[config.mk]
export PLATFORM = sky130hd
export DESIGN_NAME = frame_tick_time_converter_flat
export DESIGN_NICKNAME = d
export VERILOG_FILES = /design/src/sv/ftc_pkg.sv /design/src/sv/ftc_interfaces.sv /design/src/sv/ftc_cfg.sv /design/src/sv/ftc_muldiv.sv /design/src/sv/frame_tick_time_converter.sv /design/src/flat_wrapper.sv
export VERILOG_INCLUDE_DIRS = /design/src /design/src/sv
export SDC_FILE = /design/constraint.sdc
export NUM_CORES = 2
export LEC_CHECK = 0
export ABC_AREA = 1
export BUFFER_PORTS_ARGS = -buffer_cell sky130_fd_sc_hd__buf_4
export CORE_ASPECT_RATIO = 0.8
export CORE_MARGIN = 10
export CORE_UTILIZATION = 30
export DETAILED_ROUTE_END_ITERATION = 12
export PLACE_DENSITY = 0.41
export REMOVE_ABC_BUFFERS = 1
export SYNTH_ARGS = -nofsm -noshare
export SYNTH_HDL_FRONTEND = slang
export SYNTH_HIERARCHICAL = 1
export SYNTH_SLANG_ARGS = --single-unit
[constraint.sdc]
create_clock -name i_clk -period 24 [get_ports i_clk]
set_clock_uncertainty 0.05 [all_clocks]
set_input_delay 2.4 -clock i_clk [delete_from_list [all_inputs] [get_ports i_clk]]
set_output_delay 2.4 -clock i_clk [all_outputs]
set_load 0.05 [all_outputs]
[src/sv/frame_tick_time_converter_macros.svh]
// Assertion macros for the frame tick / timestamp converter.
// Included by every RTL file that carries concurrent assertions; depends on nothing.
// Define ASSERT_OFF to compile all assertions away.
`ifndef FRAME_TICK_TIME_CONVERTER_MACROS_SVH
`define FRAME_TICK_TIME_CONVERTER_MACROS_SVH

`ifndef ASSERT_OFF

// Same-cycle implication, disabled while reset is asserted
`define FTC_ASSERT_IMP(label, clk, rst_n, ante, cons) \
    label: assert property (@(posedge clk) disable iff (!rst_n) (ante) |-> (cons)) \
        else $error("ftc assertion failed");

// Next-cycle implication, disabled while reset is asserted
`define FTC_ASSERT_NXT(label, clk, rst_n, ante, cons) \
    label: assert property (@(posedge clk) disable iff (!rst_n) (ante) |=> (cons)) \
        else $error("ftc assertion failed");

`else

`define FTC_ASSERT_IMP(label, clk, rst_n, ante, cons)
`define FTC_ASSERT_NXT(label, clk, rst_n, ante, cons)

`endif

`endif

[src/sv/ftc_pkg.sv]
// Shared widths, codes, reset values and struct types of the frame tick converter.
// No dependencies; compiled before every other file of the block.
package ftc_pkg;

    // Field widths
    localparam int VAL_W  = 64;
    localparam int NUM_W  = 20;
    localparam int DEN_W  = 12;
    localparam int CMD_W  = 2;
    localparam int IDX_W  = 2;

    // K = rate_den * 1e9 stays below 2^42
    localparam int K_W    = 42;
    // magnitude times K stays below 2^106
    localparam int PROD_W = VAL_W + K_W;
    // signed working width of times and differences
    localparam int SUM_W  = PROD_W + 2;
    localparam int EXT_W  = SUM_W - VAL_W;

    // Counter widths of the shared unit
    localparam int CNT_W  = $clog2(PROD_W);
    localparam int BIT_W  = $clog2(K_W);

    localparam logic [K_W-1:0] NS_PER_SEC = K_W'(64'd1000000000);

    // Command codes
    localparam logic [CMD_W-1:0] CMD_TICK2TIME = 2'd0;
    localparam logic [CMD_W-1:0] CMD_TIME2TICK = 2'd1;
    localparam logic [CMD_W-1:0] CMD_DURATION  = 2'd2;
    localparam logic [CMD_W-1:0] CMD_NONE      = 2'd3;

    // Register indexes
    localparam logic [IDX_W-1:0] REG_RATE_NUM  = 2'd0;
    localparam logic [IDX_W-1:0] REG_RATE_DEN  = 2'd1;
    localparam logic [IDX_W-1:0] REG_ORIGIN    = 2'd2;

    // Reset values
    localparam logic [NUM_W-1:0] RATE_NUM_RST  = 20'd30000;
    localparam logic [DEN_W-1:0] RATE_DEN_RST  = 12'd1001;
    localparam logic [K_W-1:0]   K_RST         = K_W'(64'd1001000000000);
    localparam logic [VAL_W-1:0] ORIGIN_RST    = '0;

    // Saturation bounds
    localparam logic [VAL_W-1:0] VAL_MIN = {1'b1, {(VAL_W-1){1'b0}}};
    localparam logic [VAL_W-1:0] VAL_MAX = {1'b0, {(VAL_W-1){1'b1}}};

    // Configuration as seen by the datapath
    typedef struct packed {
        logic [NUM_W-1:0]        rate_num;
        logic [DEN_W-1:0]        rate_den;
        logic [K_W-1:0]          k;
        logic signed [VAL_W-1:0] origin_ns;
    } t_cfg;

    // Request to the shared multiply/divide unit: quot = (a * b[nbits-1:0]) / d
    typedef struct packed {
        logic             start;
        logic [VAL_W-1:0] a;
        logic [K_W-1:0]   b;
        logic [BIT_W-1:0] nbits;
        logic [K_W-1:0]   d;
    } t_md_req;

    typedef struct packed {
        logic              done;
        logic [PROD_W-1:0] quot;
        logic [K_W-1:0]    rem;
    } t_md_rsp;

endpackage

[src/sv/ftc_interfaces.sv]
// Valid/ready channel interfaces of the frame tick converter: config, input, result.
// Depends on ftc_pkg for the field widths.
interface ftc_cfg_if;
    import ftc_pkg::*;
    logic             valid;
    logic             ready;
    logic [IDX_W-1:0] index;
    logic [VAL_W-1:0] data;
    modport source (output valid, output index, output data, input ready);
    modport sink   (input valid, input index, input data, output ready);
endinterface

interface ftc_in_if;
    import ftc_pkg::*;
    logic                    valid;
    logic                    ready;
    logic [CMD_W-1:0]        cmd;
    logic signed [VAL_W-1:0] value;
    modport source (output valid, output cmd, output value, input ready);
    modport sink   (input valid, input cmd, input value, output ready);
endinterface

interface ftc_out_if;
    import ftc_pkg::*;
    logic                    valid;
    logic                    ready;
    logic signed [VAL_W-1:0] result;
    logic                    range_error;
    modport source (output valid, output result, output range_error, input ready);
    modport sink   (input valid, input result, input range_error, output ready);
endinterface

[src/sv/ftc_cfg.sv]
// Configuration register file: rate numerator, denominator and origin, plus K = den * 1e9.
// Depends on ftc_pkg and the ftc_cfg_if interface.
module ftc_cfg (
    input  logic          i_clk,
    input  logic          i_rst_n,
    ftc_cfg_if.sink       i_cfg,
    output ftc_pkg::t_cfg o_cfg
);
    import ftc_pkg::*;

    logic [NUM_W-1:0] r_rate_num;
    logic [DEN_W-1:0] r_rate_den;
    logic [K_W-1:0]   r_k;
    logic [VAL_W-1:0] r_origin;
    logic [K_W-1:0]   n_k;

    // Writes are always taken
    assign i_cfg.ready = 1'b1;

    // K follows the written denominator in the same transfer (12 x 30 bit product)
    assign n_k = K_W'(i_cfg.data[DEN_W-1:0]) * NS_PER_SEC;

    always_ff @(posedge i_clk) begin
        if (!i_rst_n) begin
            r_rate_num <= RATE_NUM_RST;
            r_rate_den <= RATE_DEN_RST;
            r_k        <= K_RST;
            r_origin   <= ORIGIN_RST;
        end else if (i_cfg.valid) begin
            unique case (i_cfg.index)
                REG_RATE_NUM: begin
                    r_rate_num <= i_cfg.data[NUM_W-1:0];
                end
                REG_RATE_DEN: begin
                    r_rate_den <= i_cfg.data[DEN_W-1:0];
                    r_k        <= n_k;
                end
                REG_ORIGIN: begin
                    r_origin   <= i_cfg.data;
                end
                default: begin
                    // index outside the register list: ignored
                end
            endcase
        end
    end

    assign o_cfg.rate_num  = r_rate_num;
    assign o_cfg.rate_den  = r_rate_den;
    assign o_cfg.k         = r_k;
    assign o_cfg.origin_ns = r_origin;

endmodule

[src/sv/ftc_muldiv.sv]
// Shared serial unit: shift-add multiply, one multiplier bit per cycle, then
// restoring divide, one quotient bit per cycle. Depends on ftc_pkg and the macros header.
`include "frame_tick_time_converter_macros.svh"

module ftc_muldiv (
    input  logic             i_clk,
    input  logic             i_rst_n,
    input  ftc_pkg::t_md_req i_req,
    output ftc_pkg::t_md_rsp o_rsp
);
    import ftc_pkg::*;

    typedef enum logic [2:0] {
        U_IDLE = 3'b001,
        U_MUL  = 3'b010,
        U_DIV  = 3'b100
    } t_md_state;

    t_md_state         r_state;
    logic [VAL_W-1:0]  r_a;
    logic [K_W-1:0]    r_b;
    logic [K_W-1:0]    r_d;
    logic [BIT_W-1:0]  r_idx;
    logic [CNT_W-1:0]  r_cnt;
    logic [PROD_W-1:0] r_dq;
    logic [K_W-1:0]    r_rem;
    logic              r_done;

    logic [PROD_W-1:0] mac_sum;
    logic [K_W:0]      rem_shift;
    logic [K_W+1:0]    rem_diff;
    logic              q_bit;

    // MSB-first multiply step: acc = 2*acc + bit * a
    assign mac_sum = {r_dq[PROD_W-2:0], 1'b0} + (r_b[r_idx] ? PROD_W'(r_a) : '0);

    // Restoring divide step: bring in the next dividend bit, try to subtract
    assign rem_shift = {r_rem, r_dq[PROD_W-1]};
    assign rem_diff  = {1'b0, rem_shift} - {2'b00, r_d};
    assign q_bit     = ~rem_diff[K_W+1];

    always_ff @(posedge i_clk) begin
        if (!i_rst_n) begin
            r_state <= U_IDLE;
            r_done  <= 1'b0;
        end else begin
            unique case (r_state)
                U_IDLE: begin
                    r_done <= 1'b0;
                    if (i_req.start) begin
                        r_a     <= i_req.a;
                        r_b     <= i_req.b;
                        r_d     <= i_req.d;
                        r_idx   <= i_req.nbits - 1'b1;
                        r_dq    <= '0;
                        r_rem   <= '0;
                        r_state <= U_MUL;
                    end
                end
                U_MUL: begin
                    r_done <= 1'b0;
                    r_dq   <= mac_sum;
                    if (r_idx == '0) begin
                        r_cnt   <= CNT_W'(PROD_W - 1);
                        r_state <= U_DIV;
                    end else begin
                        r_idx <= r_idx - 1'b1;
                    end
                end
                U_DIV: begin
                    r_dq  <= {r_dq[PROD_W-2:0], q_bit};
                    r_rem <= q_bit ? rem_diff[K_W-1:0] : rem_shift[K_W-1:0];
                    if (r_cnt == '0) begin
                        r_done  <= 1'b1;
                        r_state <= U_IDLE;
                    end else begin
                        r_done <= 1'b0;
                        r_cnt  <= r_cnt - 1'b1;
                    end
                end
                default: begin
                    r_done  <= 1'b0;
                    r_state <= U_IDLE;
                end
            endcase
        end
    end

    assign o_rsp.done = r_done;
    assign o_rsp.quot = r_dq;
    assign o_rsp.rem  = r_rem;

    // Sequencer only starts an idle unit
    `FTC_ASSERT_IMP(a_start_idle, i_clk, i_rst_n, i_req.start, r_state == U_IDLE)
    // Partial remainder always stays below the divisor
    `FTC_ASSERT_IMP(a_rem_below_div, i_clk, i_rst_n, r_state == U_DIV, r_rem < r_d)
    // Multiplier bit select stays inside the operand
    `FTC_ASSERT_IMP(a_bit_in_range, i_clk, i_rst_n, r_state == U_MUL, r_idx < BIT_W'(K_W))

endmodule

[src/sv/frame_tick_time_converter.sv]
// Frame tick / timestamp converter for a rational frame rate rate_num/rate_den with tick
// zero at origin_ns. Command 0 returns the time of a tick, command 1 the tick that covers
// a timestamp, command 2 the frame duration rounded to nearest; overflow of command 0
// saturates and sets range_error, a zero rate register gives 0 with range_error. One item
// is in work at a time; the input is ready again as soon as the result sits in the output
// register. Command 1 spends at least two tick-time evaluations settling its estimate,
// plus one per correction step; command 3 and a zero rate go straight to the done state.
// The shared serial unit's shift-add multiplier takes one multiplier bit per cycle (42
// bits of K, or 20 bits of rate_num) and its restoring divider one of 106 quotient bits
// per cycle. A result held in the output register by a stalled sink holds the sequencer
// until it leaves. Configuration writes are taken in every cycle.
//
// Top level: command sequencer with its shared 108-bit adder and the output register.
// Depends on ftc_pkg, ftc_interfaces, ftc_cfg, ftc_muldiv and the macros header.
`include "frame_tick_time_converter_macros.svh"

module frame_tick_time_converter (
    input  logic      i_clk,
    input  logic      i_rst_n,
    ftc_cfg_if.sink   i_cfg,
    ftc_in_if.sink    i_item,
    ftc_out_if.source o_result
);
    import ftc_pkg::*;

    typedef enum logic [10:0] {
        S_IDLE   = 11'b00000000001,
        S_PREP   = 11'b00000000010,
        S_ABS    = 11'b00000000100,
        S_EST    = 11'b00000001000,
        S_NEXT   = 11'b00000010000,
        S_TT_NEG = 11'b00000100000,
        S_WAIT   = 11'b00001000000,
        S_TT_ADD = 11'b00010000000,
        S_CMP    = 11'b00100000000,
        S_DEC    = 11'b01000000000,
        S_DONE   = 11'b10000000000
    } t_state;

    t_cfg    cfg;
    t_md_req md_req;
    t_md_rsp md_rsp;

    t_state           r_state;
    logic [CMD_W-1:0] r_cmd;
    logic [VAL_W-1:0] r_val;
    logic [VAL_W-1:0] r_n;
    logic [VAL_W-1:0] r_est;
    logic [SUM_W-1:0] r_t;
    logic             r_neg;
    logic             r_up;
    logic             r_tt;
    logic [VAL_W-1:0] r_res;
    logic             r_err;
    logic             r_out_valid;
    logic [VAL_W-1:0] r_out_result;
    logic             r_out_err;

    logic [SUM_W-1:0] add_a;
    logic [SUM_W-1:0] add_b;
    logic             add_cin;
    logic [SUM_W-1:0] add_sum;
    logic [SUM_W-1:0] val_ext;
    logic [SUM_W-1:0] org_ext;
    logic [SUM_W-1:0] quot_ext;
    logic [SUM_W-1:0] qlo_ext;
    logic [SUM_W-1:0] n_ext;
    logic             fits;
    logic             zero_rate;
    logic             rate_fault;
    logic             item_xfer;
    logic             out_free;

    ftc_cfg u_cfg (
        .i_clk   (i_clk),
        .i_rst_n (i_rst_n),
        .i_cfg   (i_cfg),
        .o_cfg   (cfg)
    );

    ftc_muldiv u_muldiv (
        .i_clk   (i_clk),
        .i_rst_n (i_rst_n),
        .i_req   (md_req),
        .o_rsp   (md_rsp)
    );

    // Operand extensions
    assign val_ext  = {{EXT_W{r_val[VAL_W-1]}}, r_val};
    assign org_ext  = {{EXT_W{cfg.origin_ns[VAL_W-1]}}, cfg.origin_ns};
    assign quot_ext = SUM_W'(md_rsp.quot);
    assign qlo_ext  = SUM_W'(md_rsp.quot[VAL_W-1:0]);
    assign n_ext    = SUM_W'(r_n);

    // Zero rate register and handshake terms
    assign zero_rate  = (cfg.rate_num == '0) || (cfg.rate_den == '0);
    assign rate_fault = (i_item.cmd != CMD_NONE) && zero_rate;
    assign item_xfer  = i_item.valid && i_item.ready;
    assign out_free   = !r_out_valid || o_result.ready;

    // Shared adder
    assign add_sum = add_a + add_b + SUM_W'(add_cin);

    // Saturation check of a tick time
    assign fits = (&add_sum[SUM_W-1:VAL_W-1]) | ~(|add_sum[SUM_W-1:VAL_W-1]);

    // Adder operands and unit requests per step
    always_comb begin
        add_a   = '0;
        add_b   = '0;
        add_cin = 1'b0;
        md_req  = '0;
        unique case (r_state)
            S_PREP: begin
                if (r_cmd == CMD_DURATION) begin
                    // (K + num/2) / num
                    add_a        = SUM_W'(cfg.k);
                    add_b        = SUM_W'(cfg.rate_num >> 1);
                    md_req.start = 1'b1;
                    md_req.a     = add_sum[VAL_W-1:0];
                    md_req.b     = K_W'(1);
                    md_req.nbits = BIT_W'(1);
                    md_req.d     = K_W'(cfg.rate_num);
                end else begin
                    // timestamp minus origin
                    add_a   = val_ext;
                    add_b   = ~org_ext;
                    add_cin = 1'b1;
                end
            end
            S_ABS: begin
                // |diff| * num / K
                add_b        = r_t[SUM_W-1] ? ~r_t : r_t;
                add_cin      = r_t[SUM_W-1];
                md_req.start = 1'b1;
                md_req.a     = add_sum[VAL_W-1:0];
                md_req.b     = K_W'(cfg.rate_num);
                md_req.nbits = BIT_W'(NUM_W);
                md_req.d     = cfg.k;
            end
            S_EST: begin
                // negative side rounds toward minus infinity
                add_b   = r_neg ? ~qlo_ext : qlo_ext;
                add_cin = r_neg && (md_rsp.rem == '0);
            end
            S_NEXT: begin
                add_a   = SUM_W'(r_est);
                add_cin = r_up;
            end
            S_TT_NEG: begin
                // |n| * K / num
                add_b        = r_n[VAL_W-1] ? ~n_ext : n_ext;
                add_cin      = r_n[VAL_W-1];
                md_req.start = 1'b1;
                md_req.a     = add_sum[VAL_W-1:0];
                md_req.b     = cfg.k;
                md_req.nbits = BIT_W'(K_W);
                md_req.d     = K_W'(cfg.rate_num);
            end
            S_TT_ADD: begin
                add_a   = org_ext;
                add_b   = r_neg ? ~quot_ext : quot_ext;
                add_cin = r_neg;
            end
            S_CMP: begin
                // sign of target minus tick time
                add_a   = val_ext;
                add_b   = ~r_t;
                add_cin = 1'b1;
            end
            S_DEC: begin
                add_a = SUM_W'(r_est);
                add_b = '1;
            end
            default: begin
            end
        endcase
    end

    // Sequencer and output register
    always_ff @(posedge i_clk) begin
        if (!i_rst_n) begin
            r_state     <= S_IDLE;
            r_out_valid <= 1'b0;
        end else begin
            // output transfer empties the register unless a new result loads it
            if (r_out_valid && o_result.ready && r_state != S_DONE) begin
                r_out_valid <= 1'b0;
            end
            unique case (r_state)
                S_IDLE: begin
                    if (i_item.valid) begin
                        r_cmd <= i_item.cmd;
                        r_val <= i_item.value;
                        r_n   <= i_item.value;
                        r_res <= '0;
                        r_err <= rate_fault;
                        r_tt  <= 1'b0;
                        priority if (i_item.cmd == CMD_NONE) begin
                            r_state <= S_DONE;
                        end else if (zero_rate) begin
                            r_state <= S_DONE;
                        end else if (i_item.cmd == CMD_TICK2TIME) begin
                            r_state <= S_TT_NEG;
                        end else begin
                            r_state <= S_PREP;
                        end
                    end
                end
                S_PREP: begin
                    if (r_cmd == CMD_DURATION) begin
                        r_state <= S_WAIT;
                    end else begin
                        r_t     <= add_sum;
                        r_state <= S_ABS;
                    end
                end
                S_ABS: begin
                    r_neg   <= r_t[SUM_W-1];
                    r_tt    <= 1'b0;
                    r_state <= S_WAIT;
                end
                S_WAIT: begin
                    if (md_rsp.done) begin
                        priority if (r_cmd == CMD_DURATION) begin
                            r_res   <= md_rsp.quot[VAL_W-1:0];
                            r_state <= S_DONE;
                        end else if (r_tt) begin
                            r_state <= S_TT_ADD;
                        end else begin
                            r_state <= S_EST;
                        end
                    end
                end
                S_EST: begin
                    r_est   <= add_sum[VAL_W-1:0];
                    r_up    <= 1'b1;
                    r_state <= S_NEXT;
                end
                S_NEXT: begin
                    // tick to test: est + 1 while stepping up, est while stepping down
                    r_n     <= add_sum[VAL_W-1:0];
                    r_state <= S_TT_NEG;
                end
                S_TT_NEG: begin
                    r_neg   <= r_n[VAL_W-1];
                    r_tt    <= 1'b1;
                    r_state <= S_WAIT;
                end
                S_TT_ADD: begin
                    if (r_cmd == CMD_TICK2TIME) begin
                        if (fits) begin
                            r_res <= add_sum[VAL_W-1:0];
                        end else begin
                            r_err <= 1'b1;
                            r_res <= add_sum[SUM_W-1] ? VAL_MIN : VAL_MAX;
                        end
                        r_state <= S_DONE;
                    end else begin
                        r_t     <= add_sum;
                        r_state <= S_CMP;
                    end
                end
                S_CMP: begin
                    if (r_up) begin
                        // next tick not later than target: take it
                        if (!add_sum[SUM_W-1]) begin
                            r_est <= r_n;
                        end else begin
                            r_up <= 1'b0;
                        end
                        r_state <= S_NEXT;
                    end else if (add_sum[SUM_W-1]) begin
                        r_state <= S_DEC;
                    end else begin
                        r_res   <= r_est;
                        r_state <= S_DONE;
                    end
                end
                S_DEC: begin
                    r_est   <= add_sum[VAL_W-1:0];
                    r_state <= S_NEXT;
                end
                S_DONE: begin
                    if (out_free) begin
                        r_out_valid  <= 1'b1;
                        r_out_result <= r_res;
                        r_out_err    <= r_err;
                        r_state      <= S_IDLE;
                    end
                end
                default: begin
                    r_state <= S_IDLE;
                end
            endcase
        end
    end

    assign i_item.ready         = (r_state == S_IDLE);
    assign o_result.valid       = r_out_valid;
    assign o_result.result      = r_out_result;
    assign o_result.range_error = r_out_err;

    // A zero rate register answers at once with range_error
    `FTC_ASSERT_NXT(a_zero_rate, i_clk, i_rst_n, item_xfer && rate_fault, r_state == S_DONE && r_err)
    // Only time to tick settles against the target
    `FTC_ASSERT_IMP(a_cmp_t2t, i_clk, i_rst_n, r_state == S_CMP, r_cmd == CMD_TIME2TICK)
    // A finished result enters the output register once it is free
    `FTC_ASSERT_NXT(a_out_load, i_clk, i_rst_n, r_state == S_DONE && out_free, r_out_valid && i_item.ready)

endmodule

[src/flat_wrapper.sv]
// flat-port wrapper written by rule: the top's interface ports become plain ports
module frame_tick_time_converter_flat import ftc_pkg::*;
  (i_clk, i_rst_n, i_cfg_valid, i_cfg_index, i_cfg_data, i_cfg_ready, i_item_valid, i_item_cmd, i_item_value, i_item_ready, o_result_valid, o_result_result, o_result_range_error, o_result_ready);
  ftc_cfg_if i_cfg_i ();
  ftc_in_if i_item_i ();
  ftc_out_if o_result_i ();
  input  logic i_clk;
  input  logic i_rst_n;
  input wire logic [$bits(i_cfg_i.valid)-1:0] i_cfg_valid;
  input wire logic [$bits(i_cfg_i.index)-1:0] i_cfg_index;
  input wire logic [$bits(i_cfg_i.data)-1:0] i_cfg_data;
  output wire logic [$bits(i_cfg_i.ready)-1:0] i_cfg_ready;
  input wire logic [$bits(i_item_i.valid)-1:0] i_item_valid;
  input wire logic [$bits(i_item_i.cmd)-1:0] i_item_cmd;
  input wire logic [$bits(i_item_i.value)-1:0] i_item_value;
  output wire logic [$bits(i_item_i.ready)-1:0] i_item_ready;
  output wire logic [$bits(o_result_i.valid)-1:0] o_result_valid;
  output wire logic [$bits(o_result_i.result)-1:0] o_result_result;
  output wire logic [$bits(o_result_i.range_error)-1:0] o_result_range_error;
  input wire logic [$bits(o_result_i.ready)-1:0] o_result_ready;
  assign i_cfg_i.valid = i_cfg_valid;
  assign i_cfg_i.index = i_cfg_index;
  assign i_cfg_i.data = i_cfg_data;
  assign i_cfg_ready = i_cfg_i.ready;
  assign i_item_i.valid = i_item_valid;
  assign i_item_i.cmd = i_item_cmd;
  assign i_item_i.value = i_item_value;
  assign i_item_ready = i_item_i.ready;
  assign o_result_valid = o_result_i.valid;
  assign o_result_result = o_result_i.result;
  assign o_result_range_error = o_result_i.range_error;
  assign o_result_i.ready = o_result_ready;
  frame_tick_time_converter u_core (.i_clk(i_clk), .i_rst_n(i_rst_n), .i_cfg(i_cfg_i), .i_item(i_item_i), .o_result(o_result_i));
endmodule
Word level (Yosys, flattened, before mapping) --
Index checks and enable logic that the tools add are counted.
Word-level totals: register bits after elaboration 889, input bits 137, output and inout bits 68, logic and storage cells 207
Operators by class: add/subtract/negate cells 7, multipliers 1, $lt $le $gt $ge 1, equal/unequal tests 36, muxes and demuxes 74, bitwise gates (word level) 8, reduce and logical (&&, ||, !) cells 53
Operators with widths (number):
- $mux 108 | 8
- $mux 64 | 12
- $pmux 108 s7 | 1
- $pmux 155 s3 | 1
- $pmux 108 s4 | 1
- $pmux 106 s3 | 1
- $pmux 64 s2 | 2
- $pmux 64 s4 | 1
- $not 108->108 | 2
- $not 64->108 | 2
- $pmux 108 s2 | 1
- $mux 155 | 1
- $add 108x1->108 | 1
- $add 108x108->108 | 1
- $not 106->108 | 1
- $add 106x64->106 | 1
- $mux 106 | 1
- $mux 11 | 9
- $pmux 11 s9 | 1
- $mux 42 | 2
- $pmux 42 s2 | 1
- $reduce_and 45->1 | 1
- $reduce_or 45->1 | 1
- $sub 43x42->44 | 1
- 55 further kinds | 126

Longest topological paths before layout --
depth after elaboration 11, gate-level depth with buffers 38, gate-level depth less buffers 36

Cells and area by module --
Netlist, hierarchy kept.
Modules (own cells, without submodules):
- frame_tick_time_converter | times used 1, cells each 5517, area each 37043.0 um2, seq. area each 13302.8 um2
- ftc_muldiv | times used 1, cells each 3592, area each 24031.8 um2, seq. area each 9359.0 um2
- ftc_cfg | times used 1, cells each 1268, area each 9691.8 um2, seq. area each 2542.4 um2

Worst setup path after synthesis --
Ideal clock, no wire load.
path kind input to register, start in i_rst_n, end reg u_core.u_muldiv.r_a[0] (enable), setup time 0.658 ns, arrival time 8.597 ns, data required time 23.292 ns, slack 14.695 ns, cell stages on the path 2, buffers on the path 0, path through nand2_1 > nor2_1
Between the ends: cells in the longest elaborated chain, start to end 1
RTL lines:
- start: declaration | line flat_wrapper.sv:8 | input logic i_rst_n;
- $reduce_and 3->1 (no line)
- end signal: assignment | line ftc_muldiv.sv:51 | r_a <= i_req.a;
- end: declaration | line ftc_muldiv.sv:20 | logic [VAL_W-1:0] r_a;
Every way passes these cells. A chain may end at the register's enable or synchronous reset.

Worst setup path in the final report --
start reg u_core.r_state[4], end reg u_core.r_res[2] (data pin)
Between the ends: cells in the longest elaborated chain, start to end 11, elaborated cells on any way between the ends 24, those cells by class add/sub: 2; eq/ne: 10; mux: 7; bitwise: 2; reduce/logical: 3
RTL lines:
- start: declaration | line frame_tick_time_converter.sv:44 | t_state r_state;
- start signal: assignment | line frame_tick_time_converter.sv:183 | r_state <= S_IDLE;
- start signal: assignment | line frame_tick_time_converter.sv:200 | r_state <= S_DONE;
- start signal: assignment | line frame_tick_time_converter.sv:202 | r_state <= S_DONE;
- $eq 11x5->1 / $eq 11x10->1 (equally long branches) | line frame_tick_time_converter.sv:113 | unique case (r_state)
- $reduce_or 2->1 (no line)
- $pmux 108 s4 | line frame_tick_time_converter.sv:113
- $add 108x108->108 | line frame_tick_time_converter.sv:102 | assign add_sum = add_a + add_b + SUM_W'(add_cin);
- $add 108x1->108 (*) | line frame_tick_time_converter.sv:102
- named net u_core.add_sum[71] | line frame_tick_time_converter.sv:62 | logic [SUM_W-1:0] add_sum;
- $reduce_or 45->1 | line frame_tick_time_converter.sv:105 | assign fits = (&add_sum[SUM_W-1:VAL_W-1]) | ~(|add_sum[SUM_W-1:VAL_W-1]);
- $not 1->1 | line frame_tick_time_converter.sv:105
- $or 1x1->1 (*) | line frame_tick_time_converter.sv:105
- $mux 64 (*) | line frame_tick_time_converter.sv:252 | if (fits) begin
- $mux 64 (*) | line frame_tick_time_converter.sv:251 | if (r_cmd == CMD_TICK2TIME) begin
- $pmux 64 s4 (*) | line frame_tick_time_converter.sv:190 | unique case (r_state)
- end signal: assignment | line frame_tick_time_converter.sv:253 | r_res <= add_sum[VAL_W-1:0];
- end signal: assignment | line frame_tick_time_converter.sv:256 | r_res <= add_sum[SUM_W-1] ? VAL_MIN : VAL_MAX;
- end signal: assignment | line frame_tick_time_converter.sv:276 | r_res <= r_est;
- end: declaration | line frame_tick_time_converter.sv:53 | logic [VAL_W-1:0] r_res;
Mark *: on every way through the listed nets, which the timed path passes. The rest lies on a longest branch. The select of a mux whose other input is x is not followed.

==> metrics list <==
- The run finished with clean final reports.
* Remaining routing DRC violations: 0
- Overall overflow remaining after global route: 0
* Setup Crit Path Kind: register to register
* Synth unique cells: about 70
- Of the available clock period, the critical path in the final layout requires 0.374.
* Metal3 WL: between 30,000 and 40,000 um
* Hold-fix buffers at CTS: 0
- The startpoint identified for the worst register-to-register timing path is u_core/r_state[4].
- PnR Total Power: about 0.0064 W
- During I/O placement, the number of pins put on the boundary was approximately 210.
* Max-cap check violation count: 0
- The finished layout holds approximately 14,000 standard cells, fillers aside.
* Hold Vio Cnt, Final: 0
- Number of buffers on the longest clock path: 3
- In this run, the number of DRC markers left after iteration 0 of detailed routing was ~8,600.
- Core footprint: around 230,000 sq um
* Cell depth of the worst min-delay path: 0
- The initial antenna violation count was 30.
* Worst Path Required: between 20 and 25 ns
* Leakage power total: 38.5 nW
* Pin count of the biggest net entering global routing: ~160
* Vias in the first global route: 66,200
- The floorplan has around 160 rows.
* Number of gates given a new drive strength after cts: 0
* Max-Slew Margin vs Limit: 0.0213
- Tracing the worst setup path back leads to its startpoint at u_core/r_state[4].
- For this design, the slowest cell found on the critical path is buf_4.
* Port-buffer cells: roughly 200
- Using the TritonRoute via totals, the vias-per-cell ratio works out to between 5 and 6.
- The detail route stage leaves a number of antenna-violating nets equal to 0.
- In the final design database the tool counted 11,000 nets.
* Transition at the pin with the smallest max-transition slack: 1.46 ns
* Last weighted congestion value of the routability-driven placer: 1.01
- The share of synthesized area in the top cell type comes to 0.316.
- The initial utilization of the core area, before any placement, comes to 0.301.
* Area added between synthesis and finish: 12.7%
- The cell count after synthesis came out at between 10,000 and 15,000.
* Highest metal layer with signal wires: met5
- Clk root buf: clkbuf_16
* Flip-flop and latch count after synthesis: 887
- Measured on the finished design, the core utilization comes to 0.340.
- Detailed routing placed a total of around 150,000 um of wire on met2.
* Most frequent CP cell: nand2_1
- Routed metal-1 wirelength: roughly 190,000 um
- After synthesis, the share of flip-flops with an asynchronous set or reset is 0.
- The most used flip-flop cell after synthesis is edfxtp_1.
- Yosys warning total: 6
* Type of destination of the critical path: register
* Clock latency reported for the late side of the worst-skew pair: 0.80 ns
- Hold WC Path Type: register to register
* Worst path arrival time: 9.42 ns
- For this block, the routed nets add up to just under 400,000 um of wire.
- Post-synth design cell area: ~71,000 sq um
- CTS sink cnt: slightly below 900
- CTS built an H-tree with a depth of 3.
- Power density over the cells: 80.4 nW/um^2
- Fill cells in the final layout number 25,800.
* TritonCTS clock tree: done
- In this run, synthesis inferred around 740 flip-flops with an integrated enable.
* Max-slew violation count: 0
* HP Start: u_core/r_res[3]
* Wire length of the first global-routing pass: 528,000 um
- Averaged over all synthesized cells, the footprint is around 6.8 sq um.
* Top fanout value on the critical path: 58
- The routed design could run at a clock period as short as 8.98 ns.
* Routed length per instance: around 28 um
* Total GRT Usage: 0.290
* Clock slew at reported path FFs: 0.06 ns
- Via count: between 70,000 and 80,000
- Setup violation total in the final timing report: 0
- The pre-antenna-repair detailed-routing pass consisted of 7 iterations.
- The floorplan step set the die height to ~450 um.
- In the post-synthesis netlist, the biggest area contributors are edfxtp_1 (32%), nand2_1 (17%), inv_1 (10%).
- Die extent in x: around 560 um
* Buffers inserted during post-CTS setup optimization: 0
- Timing would allow up to 111 MHz.
- RSZ-0062 raised after global routing: false
* Share of cells above drive strength 1: 0.0646
- Delay contributed by the slowest stage of the critical path: around 0.79 ns
- Sequential cell area fraction in the yosys report: 0.356
* Cell count of the worst reg-to-reg path: 32
* Cell type with the largest total area after synthesis: edfxtp_1
* Full die area: roughly 260,000 sq um
- Total instance count after detailed placement: between 10,000 and 15,000
- Counting the buffers created by CTS gives between 100 and 150.
* Post-DP HPWL: approximately 310,000 um
- Worst supply voltage drop on vdd: between 0.07 and 0.08 mV
- Post-Route Setup TNS: 0 ns
- Crit path launch type: register
==> synth_stat cells, types with 6 or more instances <==
library cell,number
nor3_2,19
and3_1,6
a21oi_1,296
nand3_1,542
edfxtp_1,744
buf_2,30
nand2_2,11
o21bai_1,23
a31o_2,6
clkbuf_1,223
nor2_1,1166
inv_2,46
o21ai_0,521
o22ai_1,120
a211oi_1,44
xnor2_1,32
clkinv_1,9
nand3_2,17
a31oi_1,26
buf_6,17
buf_1,25
or2_2,12
nand2_1,3164
o21ai_1,66
o211ai_1,104
o21a_1,6
nor3_1,91
buf_4,15
nand4_1,91
a221oi_1,43
a311oi_1,58
fa_1,91
xor2_1,141
inv_1,1946
ha_1,312
nor4_1,26
a22oi_1,21
nand3b_1,16
dfxtp_1,143
and2_1,17
nor2_2,38
==> flip-flops by register name (all words and copies together), names as in the netlist, 7 cells and up <==
name,flops
u_core/o_result.result,64
u_core/r_est,64
u_core/r_n,64
u_core/r_res,64
u_core/r_state,11
u_core/r_t,108
u_core/r_val,64
u_core/u_cfg/r_k,31
u_core/u_cfg/r_origin,64
u_core/u_cfg/r_rate_den,12
u_core/u_cfg/r_rate_num,20
u_core/u_muldiv/r_a,64
u_core/u_muldiv/r_b,42
u_core/u_muldiv/r_cnt,7
u_core/u_muldiv/r_d,42
u_core/u_muldiv/r_dq,106
u_core/u_muldiv/r_rem,42
==> per-layer routing <==
layer	vias up	track usage
met4	10	0.0744
li1	33300	-
met3	400	0.0677
met2	2991	0.400
met5	-	0
met1	34500	0.446
==> cell usage in the layout, fill, tap and decap left out, types with 66 or more instances in the layout <==
| master | count |
|---|---|
| o21ai_0 | 521 |
| o21ai_1 | 66 |
| inv_1 | 1939 |
| clkbuf_16 | 114 |
| nand3_1 | 542 |
| xor2_1 | 141 |
| nand2_1 | 3159 |
| buf_4 | 299 |
| fa_1 | 91 |
| nand4_1 | 91 |
| o211ai_1 | 104 |
| dfxtp_1 | 143 |
| nor2_1 | 1163 |
| a21oi_1 | 293 |
| ha_1 | 312 |
| edfxtp_1 | 744 |
| nor3_1 | 78 |
| o22ai_1 | 120 |
==> cell families after synthesis <==
logic type	share of synthesized area
buf+inv	0.126
fa+ha+maj	0.0809
xor+xnor	0.0214
flops	0.356
simple gates	0.301
mux	0.000283
other cells	0.000106
compound gates	0.114
==> critical path: cells and delay by family (launching register included) <==
kind | cells | cell delay (ns)
AO/OA/AOI/OAI | 1 | 0.20
adder cells (fa/ha/maj) | 1 | 0.54
buffers and inverters | 9 | 3.20
flip-flops | 1 | 0.34
AND/OR/NAND/NOR | 21 | 4.09
==> area by class of cell <==
| type | instances | area [sq um] | area share |
|---|---|---|---|
| inverters | 2001 | 7530 | 0.0944 |
| repair buffers | 302 | 2300 | 0.0289 |
| clock inverters | 67 | 886 | 0.0111 |
| clock buffers | 141 | 3010 | 0.0378 |
| flip-flops and latches | 887 | 25200 | 0.316 |
| diodes | 8 | 20.0 | 0.000251 |
| well taps | 3139 | 3930 | 0.0492 |
| multi-input cells | 7187 | 36900 | 0.462 |
==> path summary, 6_finish.rpt <==
kind	to	slack, ns
hold / removal	u_core/o_result.result[3]	0.36
setup reg to reg	u_core/r_res[2]	15.02
setup / recovery	u_core/r_res[2]	15.02
hold reg to reg	u_core/o_result.result[3]	0.36
==> power breakdown <==
group / leakage (nW) / switching, W / internal (W) / total, W
sequential: 8.15 / 0.000238 / 0.00191 / 0.00215
clock: 1.88 / 0.000792 / 0.00106 / 0.00185
combinational: 28.5 / 0.00173 / 0.000676 / 0.00241
total: 38.5 / 0.00276 / 0.00365 / 0.00641
==> metrics by stage <==
stage | worst slack, ns | instance area [sq um] | hold WS (ns)
2_1_floorplan | 9.51 | 69400 | 0.350
3_3_place_gp | 15.16 | 75800 | 0.351
3_5_place_dp | 15.34 | 75800 | 0.355
4_1_cts | 15.31 | 79700 | 0.366
5_1_grt | 14.94 | 79700 | 0.362
6_report | 15.02 | 79800 | 0.359
Power figures use the tool's default switching activity.
